--- config.mk ---
export PLATFORM = sky130hd
export DESIGN_NAME = rtcm3_frame_delimiter
export DESIGN_NICKNAME = d
export VERILOG_FILES = /design/src/sv/rtcm3fd_pkg.sv /design/src/sv/rtcm3fd_in_stage.sv /design/src/sv/rtcm3fd_parser.sv /design/src/sv/rtcm3fd_out_reg.sv /design/src/sv/rtcm3_frame_delimiter.sv
export SDC_FILE = /design/constraint.sdc
export NUM_CORES = 1
export LEC_CHECK = 0
export ABC_CLOCK_PERIOD_IN_PS = 3950
export BUFFER_PORTS_ARGS = -buffer_cell sky130_fd_sc_hd__buf_2
export CORE_MARGIN = 4
export CORE_UTILIZATION = 40
export CTS_CLUSTER_DIAMETER = 50
export DETAILED_ROUTE_END_ITERATION = 6
export SLEW_MARGIN = 40
export SYNTH_ARGS = -nofsm -noshare
export SYNTH_HDL_FRONTEND = slang
export SYNTH_SLANG_ARGS = --single-unit
--- constraint.sdc ---
create_clock -name i_clk -period 3.95 [get_ports i_clk]
set_input_delay 0.395 -clock i_clk [delete_from_list [all_inputs] [get_ports i_clk]]
set_output_delay 0.395 -clock i_clk [all_outputs]
set_load 0.05 [all_outputs]
--- src/sv/rtcm3fd_pkg.sv ---
// Package for the RTCM3-style frame delimiter: phase codes, register indexes,
// widths and the result record shared by the parser, output stage and top level.
// No dependencies.
package rtcm3fd_pkg;

    localparam int COUNT_BITS = 11;
    localparam int LEN_BITS   = 10;
    localparam int LIMIT_BITS = 11;
    localparam int IDX_BITS   = 2;
    localparam int CFG_BITS   = 11;

    localparam logic [7:0]            START_RESET = 8'hD3;
    localparam logic [LIMIT_BITS-1:0] LIMIT_RESET = 11'd1029;
    localparam logic [COUNT_BITS-1:0] HEAD_BYTES  = COUNT_BITS'(3);

    localparam logic [IDX_BITS-1:0] REG_PREAMBLE    = 2'd0;
    localparam logic [IDX_BITS-1:0] REG_FRAME_LIMIT = 2'd1;

    typedef enum logic [6:0] {
        PH_IDLE    = 7'b0000001,
        PH_HEADER  = 7'b0000010,
        PH_LENLOW  = 7'b0000100,
        PH_PAYLOAD = 7'b0001000,
        PH_CHECK1  = 7'b0010000,
        PH_CHECK2  = 7'b0100000,
        PH_CHECK3  = 7'b1000000
    } t_phase;

    typedef struct packed {
        logic [7:0]  out_byte;
        logic        in_frame;
        logic        frame_start;
        logic        frame_done;
        logic        frame_error;
        logic [10:0] frame_bytes;
        logic [23:0] check_word;
        logic [15:0] error_count;
        logic        busy_res;
    } t_result;

endpackage

--- src/sv/rtcm3fd_in_stage.sv ---
// Input register of the frame delimiter: holds one received byte until the
// parser takes it. Depends on nothing but the clock and reset.
module rtcm3fd_in_stage (
    input  logic       i_clk,
    input  logic       i_rst_n,
    input  logic       i_valid,
    output logic       o_ready,
    input  logic [7:0] i_byte,
    output logic       o_valid,
    output logic [7:0] o_byte,
    input  logic       i_take
);

    logic       r_valid;
    logic [7:0] r_byte;

    assign o_ready = !r_valid || i_take;
    assign o_valid = r_valid;
    assign o_byte  = r_byte;

    always_ff @(posedge i_clk) begin
        if (!i_rst_n) begin
            r_valid <= 1'b0;
        end else if (o_ready) begin
            r_valid <= i_valid;
        end
    end

    always_ff @(posedge i_clk) begin
        if (o_ready && i_valid) begin
            r_byte <= i_byte;
        end
    end

endmodule

--- src/sv/rtcm3fd_parser.sv ---
// Frame parser: phase machine, byte and length counters, check bytes and the
// abort counter. Builds one result per byte. Uses rtcm3fd_pkg.
module rtcm3fd_parser (
    input  logic                                i_clk,
    input  logic                                i_rst_n,
    input  logic                                i_step,
    input  logic [7:0]                          i_byte,
    input  logic [7:0]                          i_preamble,
    input  logic [rtcm3fd_pkg::LIMIT_BITS-1:0]  i_frame_limit,
    output rtcm3fd_pkg::t_result                o_result
);

    rtcm3fd_pkg::t_phase                   r_phase, n_phase;
    logic [rtcm3fd_pkg::COUNT_BITS-1:0]    r_byte_count, n_byte_count;
    logic [rtcm3fd_pkg::LEN_BITS-1:0]      r_payload_length, n_payload_length;
    logic [7:0]                            r_previous_byte;
    logic [7:0]                            r_check_high, n_check_high;
    logic [7:0]                            r_check_middle, n_check_middle;
    logic [15:0]                           r_abort_count, n_abort_count;

    logic [rtcm3fd_pkg::COUNT_BITS-1:0]    count_inc;
    logic [rtcm3fd_pkg::COUNT_BITS-1:0]    limit_ext;
    logic [rtcm3fd_pkg::COUNT_BITS-1:0]    len_ext;
    logic [rtcm3fd_pkg::COUNT_BITS-1:0]    body_count;
    logic [rtcm3fd_pkg::LEN_BITS-1:0]      new_length;
    logic                                  abort;

    assign count_inc  = r_byte_count + 1'b1;
    assign limit_ext  = rtcm3fd_pkg::COUNT_BITS'(i_frame_limit);
    assign len_ext    = rtcm3fd_pkg::COUNT_BITS'(r_payload_length);
    assign body_count = count_inc - rtcm3fd_pkg::HEAD_BYTES;
    assign new_length = {r_previous_byte[1:0], i_byte};

    always_comb begin
        n_phase          = r_phase;
        n_byte_count     = count_inc;
        n_payload_length = r_payload_length;
        n_check_high     = r_check_high;
        n_check_middle   = r_check_middle;
        abort            = 1'b0;
        o_result             = '0;
        o_result.out_byte    = i_byte;
        o_result.in_frame    = 1'b1;
        unique case (r_phase)
            rtcm3fd_pkg::PH_IDLE: begin
                n_byte_count = '0;
                if (i_byte == i_preamble) begin
                    n_phase              = rtcm3fd_pkg::PH_HEADER;
                    n_payload_length     = '0;
                    n_check_high         = '0;
                    n_check_middle       = '0;
                    n_byte_count         = rtcm3fd_pkg::COUNT_BITS'(1);
                    o_result.frame_start = 1'b1;
                end else begin
                    o_result.in_frame = 1'b0;
                end
            end
            rtcm3fd_pkg::PH_HEADER: begin
                n_phase = rtcm3fd_pkg::PH_LENLOW;
            end
            rtcm3fd_pkg::PH_LENLOW: begin
                n_payload_length = new_length;
                if (new_length == '0 ||
                    rtcm3fd_pkg::COUNT_BITS'(new_length) > limit_ext) begin
                    abort = 1'b1;
                end else begin
                    n_phase = rtcm3fd_pkg::PH_PAYLOAD;
                end
            end
            rtcm3fd_pkg::PH_PAYLOAD: begin
                if (count_inc >= rtcm3fd_pkg::HEAD_BYTES && body_count > len_ext) begin
                    abort = 1'b1;
                end else if (count_inc >= rtcm3fd_pkg::HEAD_BYTES &&
                             body_count == len_ext) begin
                    n_phase = rtcm3fd_pkg::PH_CHECK1;
                end
            end
            rtcm3fd_pkg::PH_CHECK1: begin
                n_check_high = i_byte;
                n_phase      = rtcm3fd_pkg::PH_CHECK2;
            end
            rtcm3fd_pkg::PH_CHECK2: begin
                n_check_middle = i_byte;
                n_phase        = rtcm3fd_pkg::PH_CHECK3;
            end
            rtcm3fd_pkg::PH_CHECK3: begin
                if (count_inc > limit_ext) begin
                    abort = 1'b1;
                end else begin
                    n_phase              = rtcm3fd_pkg::PH_IDLE;
                    o_result.frame_done  = 1'b1;
                    o_result.frame_bytes = count_inc[10:0];
                    o_result.check_word  = {r_check_high, r_check_middle, i_byte};
                end
            end
            default: begin
                abort = 1'b1;
            end
        endcase

        n_abort_count = r_abort_count;
        if (abort) begin
            n_phase              = rtcm3fd_pkg::PH_IDLE;
            o_result.frame_error = 1'b1;
            if (r_abort_count != '1) begin
                n_abort_count = r_abort_count + 1'b1;
            end
        end
        o_result.error_count = n_abort_count;
        o_result.busy_res    = (n_phase != rtcm3fd_pkg::PH_IDLE);
    end

    always_ff @(posedge i_clk) begin
        if (!i_rst_n) begin
            r_phase          <= rtcm3fd_pkg::PH_IDLE;
            r_byte_count     <= '0;
            r_payload_length <= '0;
            r_previous_byte  <= '0;
            r_check_high     <= '0;
            r_check_middle   <= '0;
            r_abort_count    <= '0;
        end else if (i_step) begin
            r_phase          <= n_phase;
            r_byte_count     <= n_byte_count;
            r_payload_length <= n_payload_length;
            r_previous_byte  <= i_byte;
            r_check_high     <= n_check_high;
            r_check_middle   <= n_check_middle;
            r_abort_count    <= n_abort_count;
        end
    end

endmodule

--- src/sv/rtcm3fd_out_reg.sv ---
// Result register of the frame delimiter: holds one result until the
// downstream side takes it. Uses rtcm3fd_pkg for the result record.
module rtcm3fd_out_reg (
    input  logic                  i_clk,
    input  logic                  i_rst_n,
    input  logic                  i_valid,
    output logic                  o_ready,
    input  rtcm3fd_pkg::t_result  i_result,
    output logic                  o_valid,
    input  logic                  i_ready,
    output rtcm3fd_pkg::t_result  o_result
);

    logic                  r_valid;
    rtcm3fd_pkg::t_result  r_result;

    assign o_ready  = !r_valid || i_ready;
    assign o_valid  = r_valid;
    assign o_result = r_result;

    always_ff @(posedge i_clk) begin
        if (!i_rst_n) begin
            r_valid <= 1'b0;
        end else if (o_ready) begin
            r_valid <= i_valid;
        end
    end

    always_ff @(posedge i_clk) begin
        if (o_ready && i_valid) begin
            r_result <= i_result;
        end
    end

endmodule

--- src/sv/rtcm3_frame_delimiter.sv ---
// Top level of the RTCM3-style frame delimiter: configuration registers and
// the input stage, parser and result register. Uses rtcm3fd_pkg.
//
//  Channel   Direction  Payload
//  s_axis    in         tdata[7:0] = in_byte
//  m_axis    out        tdata, tuser, tlast = one result per byte
//  cfg       in         index 0 = preamble byte, index 1 = frame_limit
//
// Every byte passes from input to output through the input register and the
// result register, and one byte is taken in every cycle while the master side does not stall.
// The phase machine and counters update in the single cycle that moves a byte
// from the input register into the result register.
// Reset is synchronous; it loads 0xD3 and 1029 into the registers.
// A stall on the master side holds the result and backs up to s_axis.
module rtcm3_frame_delimiter (
    input  logic                              i_clk,
    input  logic                              i_rst_n,
    input  logic                              i_s_tvalid,
    output logic                              o_s_tready,
    input  logic [7:0]                        i_s_tdata,   // [7:0] in_byte
    output logic                              o_m_tvalid,
    input  logic                              i_m_tready,
    // [7:0] out_byte, [18:8] frame_bytes, [42:19] check_word,
    // [58:43] error_count, [59] busy_res, [63:60] zero
    output logic [63:0]                       o_m_tdata,
    output logic [2:0]                        o_m_tuser,   // [0] in_frame, [1] frame_start,
                                                           // [2] frame_error
    output logic                              o_m_tlast,   // frame_done
    input  logic                              i_cfg_valid,
    output logic                              o_cfg_ready,
    input  logic [rtcm3fd_pkg::IDX_BITS-1:0]  i_cfg_index,
    input  logic [rtcm3fd_pkg::CFG_BITS-1:0]  i_cfg_data
);

    logic [7:0]                           r_preamble;
    logic [rtcm3fd_pkg::LIMIT_BITS-1:0]   r_frame_limit;

    logic                  in_valid;
    logic [7:0]            in_byte;
    logic                  out_ready;
    logic                  step;
    rtcm3fd_pkg::t_result  parse_result;
    rtcm3fd_pkg::t_result  out_result;

    assign o_cfg_ready = 1'b1;

    always_ff @(posedge i_clk) begin
        if (!i_rst_n) begin
            r_preamble    <= rtcm3fd_pkg::START_RESET;
            r_frame_limit <= rtcm3fd_pkg::LIMIT_RESET;
        end else if (i_cfg_valid) begin
            unique case (i_cfg_index)
                rtcm3fd_pkg::REG_PREAMBLE:    r_preamble    <= i_cfg_data[7:0];
                rtcm3fd_pkg::REG_FRAME_LIMIT: r_frame_limit <= i_cfg_data[10:0];
                default: begin
                end
            endcase
        end
    end

    assign step = in_valid && out_ready;

    rtcm3fd_in_stage u_in_stage (
        .i_clk   (i_clk),
        .i_rst_n (i_rst_n),
        .i_valid (i_s_tvalid),
        .o_ready (o_s_tready),
        .i_byte  (i_s_tdata),
        .o_valid (in_valid),
        .o_byte  (in_byte),
        .i_take  (out_ready)
    );

    rtcm3fd_parser u_parser (
        .i_clk         (i_clk),
        .i_rst_n       (i_rst_n),
        .i_step        (step),
        .i_byte        (in_byte),
        .i_preamble    (r_preamble),
        .i_frame_limit (r_frame_limit),
        .o_result      (parse_result)
    );

    rtcm3fd_out_reg u_out_reg (
        .i_clk    (i_clk),
        .i_rst_n  (i_rst_n),
        .i_valid  (in_valid),
        .o_ready  (out_ready),
        .i_result (parse_result),
        .o_valid  (o_m_tvalid),
        .i_ready  (i_m_tready),
        .o_result (out_result)
    );

    assign o_m_tdata = {4'b0000, out_result.busy_res, out_result.error_count,
                        out_result.check_word, out_result.frame_bytes,
                        out_result.out_byte};
    assign o_m_tuser = {out_result.frame_error, out_result.frame_start,
                        out_result.in_frame};
    assign o_m_tlast = out_result.frame_done;

endmodule
==> summary.md <==
| Metric | Value |
|---|---|
| Synthesis Warnings | `0` |
| Initial Utilization | `0.4054` |
| CTS root buffer | `clkbuf_16` |
| Worst Tran Pin Value | `0.7055 ns` |
| RSZ-0062 raised after global routing | `no` |
| Top_reg_cell synth | `dfxtp_1` |
| Initial antenna violation count | `0` |
| Share of layout cells above drive strength 1 | `0.1907` |
| Storage element area | `0.003825 mm^2` |
| DP Area | `0.008319 mm^2` |
| Worst-path clk slew | `0.06 ns` |
| Status | `finished, final reports clean` |
| Setup slack, reg-to-reg | `0.28 ns` |
| Hold Path Class | `in2reg` |
| Synth area leaders | `edfxtp_1 29%, dfxtp_1 22%, ha_1 5.6%` |
| Crit path DAT | `3.85 ns` |
| Antenna viol nets, final | `0` |
| Die height | `145.7 um` |
| WL final | `18490 um` |
| Total CTS buffers | `17` |
| Tot GR Track Use | `0.1747` |
| TritonCTS clock tree | `built` |
| ANT cells | `0` |
| Setup violators final | `0` |
| Final HPWL DP | `12860 um` |
| Hold EP | `u_in_stage.o_byte[3]` |
| Max-cap violations | `0` |
| Post-route setup TNS | `0 ns` |
| R2R Path Start | `u_parser.r_byte_count[0]` |
| Worst EP required | `4.13 ns` |
| Clk_skew | `0.01360 ns` |
| Die area | `0.02123 mm^2` |
| DRT Pass-1 Iters | `5` |
| Yosys top cell area share | `0.2851` |
| Final worst-path cycle share | `0.9299` |
| DIE WIDTH | `145.7 um` |
| Power Total | `3.699 mW` |
| Syn_area_per_cell | `9.491 um^2` |
| Worst hold start | `i_s_tdata[3]` |
| Compound-Gate Fraction of Synth Area | `0.1181` |
| GR Overflow Total | `0` |
| Netlist cell types | `66` |
| Pin count of the biggest net entering global routing | `50` |
| Yosys reg bits | `155` |
| Setup CP Type | `reg2reg` |
| Syn Inst Count | `799` |
| Fill cells | `1794` |
| Worst R2R Path Depth | `17` |
| Clock tree sinks | `155` |
| Maximum root-to-sink buffer count | `2` |
| Routability cong. | `0.8910` |
| Hold depth | `1` |
| Relative slew slack | `0.5260` |
| Largest family of logic cells by synthesized area | `simple AND/OR/NAND/NOR gates` |
| Fin crit period | `3.673 ns` |
| Finished Layout Cells | `1136` |
| Fmax | `272.2 MHz` |
| Core Util, Final | `0.4775` |
| First-pass GRT wire length | `30020 um` |
| PD cells | `414.2 mW/mm^2` |
| Layout area overhead | `17.77%` |
| Final hold slack | `0.1423 ns` |
| Multi-input combinational cell area | `0.003390 mm^2` |
| Post-Syn Area | `0.007584 mm^2` |
| 1st-iter DRT viols | `348` |
| Rows | `50` |
| Max VDD drop | `0.0003679 V` |
| Post-synth ARST share | `0` |
| Max-slew violations | `0` |
| Simple logic cell fraction of the synthesized area | `0.2150` |
| Core area | `0.01871 mm^2` |
| Drt via density | `5.265` |
| Number of synthesized flops with an enable pin | `72` |
| Post-place setup slack | `0.2298 ns` |
| Via Count | `5981` |
| Final Cell Area | `0.008931 mm^2` |
| Post-CTS setup buffer count | `0` |
| Critical path peak fanout | `16` |
| Most common cell after layout, fill and taps aside | `nand2_1` |
| Final net count | `949` |
| Terminus of the critical flop-to-flop path | `u_out_reg.o_result[16]` |
| DRC | `0` |
| Commonest cells after routing, fill and taps aside | `94 x nand2_1, 91 x buf_2, 82 x dfxtp_1, 72 x edfxtp_1, 65 x a21oi_1` |
| Clk_lat worst skew | `0.43 ns` |
| Vias in the first global route | `5589` |
| XOR/XNOR share of the synthesized area | `0.04950` |
| Port Buffers | `91` |
| Worst setup SP type | `register` |
| Cts hold-fix bufs | `0` |
| Leakage power | `3.488 nW` |
| I/O pin count | `97` |
| CTS H-tree lvls | `4` |
| Inst Count DP | `1104` |
| Synth Area in Adders | `0.05610` |
| Mux contribution to synthesized area | `0.002805` |
| Min setup slack post-route | `0.2767 ns` |
| Register area share after synthesis | `0.5042` |
| Worst setup EP type | `register` |
| DR WL/cell | `16.28 um` |
| Area leader, netlist | `edfxtp_1` |
| Final hold viol count | `0` |
[report_power, final]
part / internal (mW) / total (mW) / switching (mW)
logic: 0.0651 / 0.291 / 0.226
registers: 1.72 / 1.75 / 0.0243
clock network: 0.976 / 1.66 / 0.684
total: 2.76 / 3.70 / 0.934
[cell type report]
cell class,count,area share
repair buffers,117,0.07425
flip-flops and latches,155,0.4283
clock buffers,20,0.05127
clock inverters,12,0.01513
inverters,44,0.01877
multi-input cells,554,0.3795
well taps,234,0.03278
[worst max-delay path by stage]
stage | start | cells after the start | endpoint | slack [ns]
after floorplan | u_out_reg.o_valid | 8 | u_parser.r_byte_count[2] | 0.20
after global placement | u_parser.r_byte_count[0] | 16 | u_out_reg.o_result[16] | 0.32
after detailed placement | u_parser.r_byte_count[0] | 13 | u_out_reg.o_result[2] | 0.23
after CTS | u_parser.r_byte_count[0] | 17 | u_out_reg.o_result[16] | 0.23
after global routing | u_parser.r_byte_count[0] | 17 | u_out_reg.o_result[16] | 0.02
final | u_parser.r_byte_count[0] | 17 | u_out_reg.o_result[16] | 0.28
[flip-flops by register name (all words and copies together) (netlist names)]
| register | flops |
|---|---|
| u_parser.r_payload_length | 10 |
| r_frame_limit | 11 |
| r_preamble | 8 |
| u_parser.r_phase | 7 |
| u_in_stage.o_byte | 8 |
| u_parser.r_byte_count | 11 |
| u_out_reg.o_result | 64 |
| u_parser.r_check_middle | 8 |
| u_parser.r_previous_byte | 2 |
| u_in_stage.o_valid | 1 |
| u_out_reg.o_valid | 1 |
| u_parser.r_abort_count | 16 |
| u_parser.r_check_high | 8 |
[cells by family (layout without fill, tap and decap cells)]
logic type,after synthesis,in the layout
compound gates,142,142
xor+xnor,42,42
fa+ha+maj,34,34
buf+inv,93,193
flops,155,155
mux,2,2
other cells,2,5
simple gates,329,329
[routing by layer]
layer	vias to the layer above	track usage	wire [um]
li1	2987	-	-
met1	2806	0.2424	8774
met2	171	0.2705	8403
met3	17	0.04422	1068
met4	0	0.05223	243
met5	-	0	0
[synthesized netlist by cell type (3+ instances only)]
library cell,instances
a21o_1,7
a21oi_1,66
a22oi_1,7
a31oi_1,5
and2_1,29
and3_1,10
buf_1,4
buf_2,5
buf_4,9
clkbuf_1,29
dfxtp_1,83
edfxtp_1,72
ha_1,34
inv_1,43
nand2_1,94
nand2b_1,3
nand3_1,63
nand3b_1,3
nand4_1,6
nor2_1,51
nor2b_1,5
nor3_1,25
nor3b_1,3
nor4_1,6
o211ai_1,13
o21ai_0,15
o21ai_1,3
or3_1,8
or4_1,10
xnor2_1,17
xor2_1,24
[timing repair]
| action | in CTS | in global routing |
|---|---|---|
| endpoints found under the hold margin | 0 | 0 |
| gates resized for setup | 0 | 4 |
| setup endpoints to repair | 0 | 21 |
[worst max-delay path, stage by stage (launching register included)]
cell and delay (ns):
dfxtp_1 0.34, buf_4 0.22, inv_1 0.10, ha_1 0.39
o2111ai_1 0.17, a21oi_2 0.21, nand3_1 0.11, xnor2_1 0.15
ha_1 0.32, nand3_1 0.10, a21oi_1 0.14, o41ai_1 0.10
a21o_1 0.19, a21oi_2 0.25, or2_1 0.18, buf_4 0.20
and4_1 0.20, nor2_1 0.04
No activity file was read; power rests on OpenSTA's default activity.
